## src/hdl/kmpc_pkg.sv

```systemverilog
package kmpc_pkg;

  // Default geometry
  localparam int KMPC_ROWS       = 4;
  localparam int KMPC_COLS       = 4;
  localparam int KMPC_COUNT_BITS = 16;

  // Widest row index the geometry range allows (up to 16 rows)
  localparam int ROW_W_MAX = 4;

  // Configuration register map
  localparam int CFG_W     = 16;
  localparam int CFG_IDX_W = 2;
  localparam logic [CFG_IDX_W-1:0] CFG_SKIP_PERIOD     = 2'd0;
  localparam logic [CFG_IDX_W-1:0] CFG_SHORT_THRESHOLD = 2'd1;
  localparam logic [CFG_IDX_W-1:0] CFG_LONG_THRESHOLD  = 2'd2;

  // Register reset values
  localparam logic [CFG_W-1:0] SKIP_PERIOD_RST     = 16'd1;
  localparam logic [CFG_W-1:0] SHORT_THRESHOLD_RST = 16'd2;
  localparam logic [CFG_W-1:0] LONG_THRESHOLD_RST  = 16'd50;

  typedef struct packed {
    logic [CFG_W-1:0] skip_period;
    logic [CFG_W-1:0] short_threshold;
    logic [CFG_W-1:0] long_threshold;
  } cfg_t;

  // Scan decision for the item being processed
  typedef struct packed {
    logic                 scan;
    logic [ROW_W_MAX-1:0] row;
  } scan_t;

endpackage

```

## src/hdl/key_matrix_press_classifier.sv

```systemverilog
// Key matrix press classifier.
// Slave stream s_*: one transfer per tick; s_tdata carries the column levels
// of the row driven for that tick (active low, one bit per column).
// Master stream m_*: exactly one result transfer per input transfer, in order,
// giving whether the tick scanned, the active row and the short/long release
// masks for that row.
// Configuration: cfg_we/cfg_index/cfg_data write skip_period (0),
// short_threshold (1) and long_threshold (2); other indexes are ignored.
// Flow: a tick accepted into the input register is processed by the prescaler
// and the hold counters of one row, and its result is loaded into the result
// register when that register is empty or being read. Throughput is one tick
// per cycle while m_tready is high, set by the single row of counters read per tick and written on scans.
// Reset clears the prescaler, the row counter and all hold counters, and
// loads the register defaults. When m_tready is low the result holds, one
// further tick waits in the input register, and s_tready then drops.
module key_matrix_press_classifier
  import kmpc_pkg::*;
#(
  parameter int ROWS       = KMPC_ROWS,
  parameter int COLS       = KMPC_COLS,
  parameter int COUNT_BITS = KMPC_COUNT_BITS,
  localparam int ROW_BITS  = (ROWS > 1) ? $clog2(ROWS) : 1,
  localparam int IN_W      = ((COLS + 7) / 8) * 8,
  localparam int OUT_BITS  = 1 + ROW_BITS + 2 * COLS,
  localparam int OUT_W     = ((OUT_BITS + 7) / 8) * 8
) (
  input  logic                  clk,
  input  logic                  rst,
  input  logic                  cfg_we,
  input  logic [CFG_IDX_W-1:0]  cfg_index,
  input  logic [CFG_W-1:0]      cfg_data,
  input  logic                  s_tvalid,
  output logic                  s_tready,
  input  logic [IN_W-1:0]       s_tdata,   // col_levels
  output logic                  m_tvalid,
  input  logic                  m_tready,
  output logic [OUT_W-1:0]      m_tdata    // scanned, active_row, short_mask, long_mask
);

  cfg_t                cfg;
  scan_t               scan_info;
  logic                in_valid;
  logic [COLS-1:0]     in_levels;
  logic                advance;
  logic [COLS-1:0]     short_mask;
  logic [COLS-1:0]     long_mask;
  logic                out_scanned;
  logic [ROW_BITS-1:0] out_row;
  logic [COLS-1:0]     out_short;
  logic [COLS-1:0]     out_long;

  // Configuration registers
  always_ff @(posedge clk) begin
    if (rst) begin
      cfg.skip_period     <= SKIP_PERIOD_RST;
      cfg.short_threshold <= SHORT_THRESHOLD_RST;
      cfg.long_threshold  <= LONG_THRESHOLD_RST;
    end else if (cfg_we) begin
      case (cfg_index)
        CFG_SKIP_PERIOD:     cfg.skip_period     <= cfg_data;
        CFG_SHORT_THRESHOLD: cfg.short_threshold <= cfg_data;
        CFG_LONG_THRESHOLD:  cfg.long_threshold  <= cfg_data;
        default: ;
      endcase
    end
  end

  // Item moves from input register to result register
  assign advance  = in_valid && (!m_tvalid || m_tready);
  assign s_tready = !in_valid || advance;

  // Input register
  always_ff @(posedge clk) begin
    if (rst) begin
      in_valid <= 1'b0;
    end else if (s_tready) begin
      in_valid <= s_tvalid;
    end
  end

  always_ff @(posedge clk) begin
    if (s_tready && s_tvalid) begin
      in_levels <= s_tdata[COLS-1:0];
    end
  end

  kmpc_scan_ctrl #(
    .ROWS (ROWS)
  ) u_scan_ctrl (
    .clk       (clk),
    .rst       (rst),
    .advance   (advance),
    .cfg       (cfg),
    .scan_info (scan_info)
  );

  kmpc_key_store #(
    .ROWS       (ROWS),
    .COLS       (COLS),
    .COUNT_BITS (COUNT_BITS)
  ) u_key_store (
    .clk        (clk),
    .rst        (rst),
    .advance    (advance),
    .cfg        (cfg),
    .scan_info  (scan_info),
    .col_levels (in_levels),
    .short_mask (short_mask),
    .long_mask  (long_mask)
  );

  // Result register
  always_ff @(posedge clk) begin
    if (rst) begin
      m_tvalid <= 1'b0;
    end else if (advance) begin
      m_tvalid <= 1'b1;
    end else if (m_tready) begin
      m_tvalid <= 1'b0;
    end
  end

  always_ff @(posedge clk) begin
    if (advance) begin
      out_scanned <= scan_info.scan;
      out_row     <= scan_info.row[ROW_BITS-1:0];
      out_short   <= short_mask;
      out_long    <= long_mask;
    end
  end

  assign m_tdata = OUT_W'({out_long, out_short, out_row, out_scanned});

  // Checks
  a_masks_disjoint: assert property (@(posedge clk) disable iff (rst)
    m_tvalid |-> (out_short & out_long) == '0)
    else $error("short and long press on the same key");

  a_skip_no_events: assert property (@(posedge clk) disable iff (rst)
    m_tvalid && !out_scanned |-> out_short == '0 && out_long == '0)
    else $error("release reported on a skipped tick");

  a_row_in_range: assert property (@(posedge clk) disable iff (rst)
    m_tvalid |-> {1'b0, out_row} <= (ROW_BITS + 1)'(ROWS - 1))
    else $error("active row out of range");

  a_stall_only_when_full: assert property (@(posedge clk) disable iff (rst)
    !s_tready |-> in_valid && m_tvalid && !m_tready)
    else $error("input stalled without a pending result");

  a_result_follows_item: assert property (@(posedge clk) disable iff (rst)
    advance |=> m_tvalid)
    else $error("processed tick produced no result");

endmodule

```

## src/hdl/kmpc_scan_ctrl.sv

```systemverilog
module kmpc_scan_ctrl
  import kmpc_pkg::*;
#(
  parameter int ROWS = KMPC_ROWS
) (
  input  logic  clk,
  input  logic  rst,
  input  logic  advance,
  input  cfg_t  cfg,
  output scan_t scan_info
);

  localparam int ROW_BITS = (ROWS > 1) ? $clog2(ROWS) : 1;
  localparam logic [ROW_BITS-1:0] ROW_LAST = ROW_BITS'(ROWS - 1);

  logic [CFG_W-1:0]    tick_count;
  logic [ROW_BITS-1:0] current_row;
  logic [CFG_W:0]      tick_inc;
  logic [CFG_W-1:0]    period;
  logic                scan;
  logic [ROW_BITS-1:0] row_next;

  // Prescaler: a zero period behaves as one
  assign period   = (cfg.skip_period == '0) ? CFG_W'(1) : cfg.skip_period;
  assign tick_inc = {1'b0, tick_count} + (CFG_W + 1)'(1);
  assign scan     = tick_inc >= {1'b0, period};

  // Row advances on a scan, wrapping at the last row
  assign row_next = (current_row == ROW_LAST) ? '0 : current_row + ROW_BITS'(1);

  assign scan_info.scan = scan;
  assign scan_info.row  = scan ? ROW_W_MAX'(row_next) : ROW_W_MAX'(current_row);

  always_ff @(posedge clk) begin
    if (rst) begin
      tick_count  <= '0;
      current_row <= '0;
    end else if (advance) begin
      if (scan) begin
        tick_count  <= '0;
        current_row <= row_next;
      end else begin
        tick_count <= tick_inc[CFG_W-1:0];
      end
    end
  end

endmodule

```

## src/hdl/kmpc_key_store.sv

```systemverilog
module kmpc_key_store
  import kmpc_pkg::*;
#(
  parameter int ROWS       = KMPC_ROWS,
  parameter int COLS       = KMPC_COLS,
  parameter int COUNT_BITS = KMPC_COUNT_BITS
) (
  input  logic            clk,
  input  logic            rst,
  input  logic            advance,
  input  cfg_t            cfg,
  input  scan_t           scan_info,
  input  logic [COLS-1:0] col_levels,
  output logic [COLS-1:0] short_mask,
  output logic [COLS-1:0] long_mask
);

  localparam int ROW_BITS = (ROWS > 1) ? $clog2(ROWS) : 1;
  localparam int CMP_W    = (COUNT_BITS > CFG_W) ? COUNT_BITS : CFG_W;
  localparam logic [COUNT_BITS-1:0] COUNT_MAX = '1;

  logic [COUNT_BITS-1:0] hold_count [ROWS][COLS];
  logic [ROW_BITS-1:0]   row;
  logic [COUNT_BITS-1:0] cur   [COLS];
  logic [COUNT_BITS-1:0] upd   [COLS];
  logic [CMP_W-1:0]      short_thr;
  logic [CMP_W-1:0]      long_thr;

  assign row       = scan_info.row[ROW_BITS-1:0];
  assign short_thr = CMP_W'(cfg.short_threshold);
  assign long_thr  = CMP_W'(cfg.long_threshold);

  // Classify releases and form the new counts for the scanned row
  always_comb begin
    short_mask = '0;
    long_mask  = '0;
    for (int c = 0; c < COLS; c++) begin
      cur[c] = hold_count[row][c];
      if (col_levels[c]) begin
        if (CMP_W'(cur[c]) > long_thr) begin
          long_mask[c] = scan_info.scan;
        end else if (CMP_W'(cur[c]) > short_thr) begin
          short_mask[c] = scan_info.scan;
        end
        upd[c] = '0;
      end else if (cur[c] != COUNT_MAX) begin
        upd[c] = cur[c] + COUNT_BITS'(1);
      end else begin
        upd[c] = cur[c];
      end
    end
  end

  // Hold counters, one row written per scan
  always_ff @(posedge clk) begin
    if (rst) begin
      for (int r = 0; r < ROWS; r++) begin
        for (int c = 0; c < COLS; c++) begin
          hold_count[r][c] <= '0;
        end
      end
    end else if (advance && scan_info.scan) begin
      for (int c = 0; c < COLS; c++) begin
        hold_count[row][c] <= upd[c];
      end
    end
  end

endmodule

```

## config.mk

```make
export PLATFORM = sky130hd
export DESIGN_NAME = key_matrix_press_classifier
export DESIGN_NICKNAME = d
export VERILOG_FILES = /design/src/hdl/kmpc_pkg.sv /design/src/hdl/key_matrix_press_classifier.sv /design/src/hdl/kmpc_scan_ctrl.sv /design/src/hdl/kmpc_key_store.sv
export SDC_FILE = /design/constraint.sdc
export NUM_CORES = 1
export LEC_CHECK = 0
export BUFFER_PORTS_ARGS = -buffer_cell sky130_fd_sc_hd__buf_2
export CORE_UTILIZATION = 45
export DETAILED_ROUTE_END_ITERATION = 16
export REMOVE_ABC_BUFFERS = 1
export SLEW_MARGIN = 10
export SYNTH_ARGS = -nofsm -noshare
export SYNTH_HDL_FRONTEND = slang
export SYNTH_SLANG_ARGS = --single-unit
```

## constraint.sdc

```tcl
create_clock -name clk -period 7.3 [get_ports clk]
set_clock_uncertainty 0.05 [all_clocks]
set_input_delay 1.095 -clock clk [delete_from_list [all_inputs] [get_ports clk]]
set_output_delay 1.095 -clock clk [all_outputs]
set_load 0.1 [all_outputs]
```

==> results.py <==
metrics = {
    "setup_path": {
        "start_kind": "register",
        "required_ns": 7.51,
        "rrSetupSlack_ns": 0.46,
        "r2r-start": "u_scan_ctrl.tick_count[2]",
        "cp-endpoint": "out_short[2]",
        "worstSetupPathType": "register to register",
        "cp_max_fo": 19,
        "crit_start": "u_scan_ctrl.tick_count[2]",
        "r2r-end": "out_short[2]",
        "r2r_cells": 27,
        "crit_arrival_ns": 7.06,
        "endpoint_kind": "register",
    },
    "clock_network": {
        "htreeDepth": 2,
        "clk_latency_ns": 0.57,
        "cts_hold_buffers": 0,
        "cts-root-buf": "clkbuf_16",
        "path_clk_slew_ns": 0.06,
        "max-clock-path-buffers": 3,
        "tritoncts.num_buffers": 38,
        "cts.sinks": 339,
        "cts_tree": "yes",
    },
    "die": {
        "coreArea_um2": 42300,
        "die_y_um": 210,
        "die_x_um": 210,
        "num_rows": 75,
        "initial_utilization": 0.460,
        "die_area_um2": 44100,
        "ioPinCount": 49,
    },
    "layout": {
        "fill_cells": 3787,
        "area_growth_syn_to_layout_pct": 10.6,
        "ff_latch_area_um2": 9500,
        "final_cells": 2425,
        "drive_gt1_frac": 0.133,
        "diodes": 0,
        "multi_input_area_um2": 9280,
        "nets": 2000,
    },
    "routing": {
        "avgRoutedWirePerCell_um": 22.0,
        "dr.pass1.iters": 5,
        "vias": 14108,
        "drtAntennaViolNets": 0,
        "finalWirelength_um": 53300,
        "routed_via_density": 5.82,
        "drtIter0Drc": 1271,
        "route.detailed.drc": 0,
    },
    "logic_synthesis": {
        "yosys.area.top_type": "edfxtp_1",
        "yosysSeqAreaShare": 0.488,
        "ys_warn_count": 0,
        "syn_area_um2": 19500,
        "synth_edf_count": 271,
        "synth_cell_types": 96,
        "netlist.area_leader.share": 0.418,
        "synthArstFlopShare": 0,
        "ys_ff_latch": 339,
        "syn_inst": 1788,
        "synth_area_leaders": "edfxtp_1, ha_1, dfxtp_1",
        "synth_flop_cell": "edfxtp_1",
        "postSynthAreaPerCell_um2": 10.9,
    },
    "power_and_ir_drop": {
        "finalPower_uw": 5520,
        "irDropWorstVdd_mv": 0.117,
        "combinationalPowerShare": 0.255,
        "p_per_area_nw_per_um2": 257,
        "swShare": 0.308,
        "p_clk_frac": 0.348,
        "p_leak_uw": 0.00795,
        "pwr-share-seq": 0.398,
        "switchingPower_uw": 1700,
        "p_int_uw": 3820,
    },
    "flow_run": {
        "drv_cap": 0,
    },
    "global_routing": {
        "first_global_vias": 14077,
        "track_usage": 0.245,
        "grt_first_pass_wirelength_um": 81600,
        "grt_max_degree": 75,
        "antenna_found_initial": 0,
        "overflow": 0,
    },
    "sta": {
        "slew_viol_final": 0,
        "final-setup-viol-count": 0,
        "rsz0062_at_grt": "yes",
        "fin_crit_ns": 6.84,
        "max_freq_ghz": 0.146,
        "worstMarginPinSlew_ns": 0.944,
        "max_slew_margin": 0.370,
        "fin_setup_tns_ns": 0,
        "finalHoldViolations": 0,
        "finalCritPeriodShare": 0.937,
    },
    "placement": {
        "place_congestion": 0.903,
        "port_buffers": 39,
        "hpwl_um": 35900,
        "place_inst": 2355,
    },
    "min_path": {
        "hold_class": "register to register",
    },
    "run_status": {
        "status": "complete, no violations",
    },
}
==> cells by family (layout without fill, tap and decap cells) <==
family,count (synthesis),count (layout),share of synthesized area
buffers and inverters,154,210,0.0379
adder cells (fa/ha/maj),150,150,0.0965
AO/OA/AOI/OAI,274,274,0.0916
AND/OR/NAND/NOR,731,731,0.176
other,1,5,0.000193
flip-flops,339,339,0.488
multiplexers,90,90,0.0853
XOR/XNOR,49,49,0.0240
==> cell usage after synthesis, types with 15 or more instances <==
| cell | instances |
|---|---|
| mux2i_1 | 26 |
| nor2_1 | 317 |
| o21ai_0 | 48 |
| buf_1 | 16 |
| a21oi_1 | 113 |
| xor2_1 | 16 |
| ha_1 | 150 |
| nor2b_1 | 22 |
| and3_1 | 20 |
| dfxtp_1 | 68 |
| a21o_1 | 17 |
| nand3_1 | 36 |
| inv_1 | 67 |
| nand4_1 | 47 |
| nand2b_1 | 27 |
| nand2_1 | 156 |
| edfxtp_1 | 271 |
| nor3_1 | 23 |
| nor4_1 | 15 |
| clkbuf_1 | 40 |
| xnor2_1 | 28 |
| mux4_2 | 56 |
==> routing by layer <==
metal  GRT usage  up-vias  routed length [um]
li1            -     6607                   -
met1       0.321     6939               23300
met2       0.401      466               24700
met3      0.0521       96                3520
met4      0.0873        0                1760
met5           0        -                   0
==> placed cells by master (no fill, tap or decap), types with 36 or more instances in the layout <==
cell,Yosys,routed
buf_2,7,39
edfxtp_1,271,271
a21oi_1,113,113
nor2_1,317,316
mux4_2,56,56
nand3_1,36,36
o21ai_0,48,48
nand4_1,47,47
dfxtp_1,68,68
nand2_1,156,156
clkbuf_16,0,41
inv_1,67,67
ha_1,150,150
==> timing repair <==
action / 4_1_cts / 5_1_grt
buffers inserted: 0 / 1
endpoints found under the setup margin: 0 / 6
gates resized for setup: 0 / 9
==> state kept, by name, summed over array words and instances (netlist names) <==
register / flops
out_short: 4
u_key_store.hold_count: 256
u_scan_ctrl.current_row: 2
u_scan_ctrl.tick_count: 16
m_tvalid: 1
out_scanned: 1
out_long: 4
in_levels: 4
cfg: 48
in_valid: 1
out_row: 2
==> worst max-delay path: stages (launching register included) <==
cell and delay [ns]:
dfxtp_1 0.41, and3_1 0.27, nand3_1 0.22, nor2_2 0.20, and3_1 0.25, and3_1 0.25
and3_1 0.24, nand3_1 0.15, xnor2_1 0.17, ha_1 0.32, nand3_1 0.13, or3_1 0.47
o211a_1 0.28, clkinv_4 0.14, a21oi_4 0.10, inv_8 0.21, buf_4 0.25, buf_4 0.19
mux4_2 0.60, ha_1 0.32, o21ai_0 0.08, nand2b_1 0.08, a21oi_1 0.16, nor2b_1 0.06
o21ai_0 0.16, o21ai_0 0.11, o32a_1 0.19, a2111oi_0 0.48
==> stage by stage <==
stage	instance area [um^2]	utilization	setup WS (ns)	hold WS [ns]
floorplan	19000	-	-0.0345	0.380
global placement	20300	0.479	0.412	0.391
detailed placement	20300	0.479	0.308	0.398
CTS	21500	0.508	0.287	0.407
global route	21500	0.509	-0.0134	0.421
finish	21500	0.509	0.457	0.403
==> area by class of cell <==
| cell class | count | area share |
|---|---|---|
| clock inverter | 25 | 0.00924 |
| inverter | 71 | 0.0131 |
| sequential | 339 | 0.441 |
| timing repair buffer | 70 | 0.0235 |
| multi-input combinational | 1299 | 0.431 |
| tap | 577 | 0.0335 |
| clock buffer | 44 | 0.0482 |
==> power groups by stage <==
stage	registers (uW)	logic, uW	clock network (uW)
floorplan	2260	948	0
global placement	2230	1350	0
detailed placement	2240	1380	0
CTS	2200	1390	1950
global route	2200	1550	2010
finish	2200	1410	1920
==> how the worst min path moves through the flow <==
stage	start	to	slack (ns)	cells past startpoint
2_1_floorplan	cfg[10]	cfg[10]	0.38	2
3_3_place_gp	cfg[26]	cfg[26]	0.39	2
3_5_place_dp	cfg[21]	cfg[21]	0.40	2
4_1_cts	cfg[21]	cfg[21]	0.41	2
5_1_grt	cfg[19]	cfg[19]	0.42	2
6_report	cfg[14]	cfg[14]	0.40	2
Note: power is estimated with default switching activity, not from simulation.
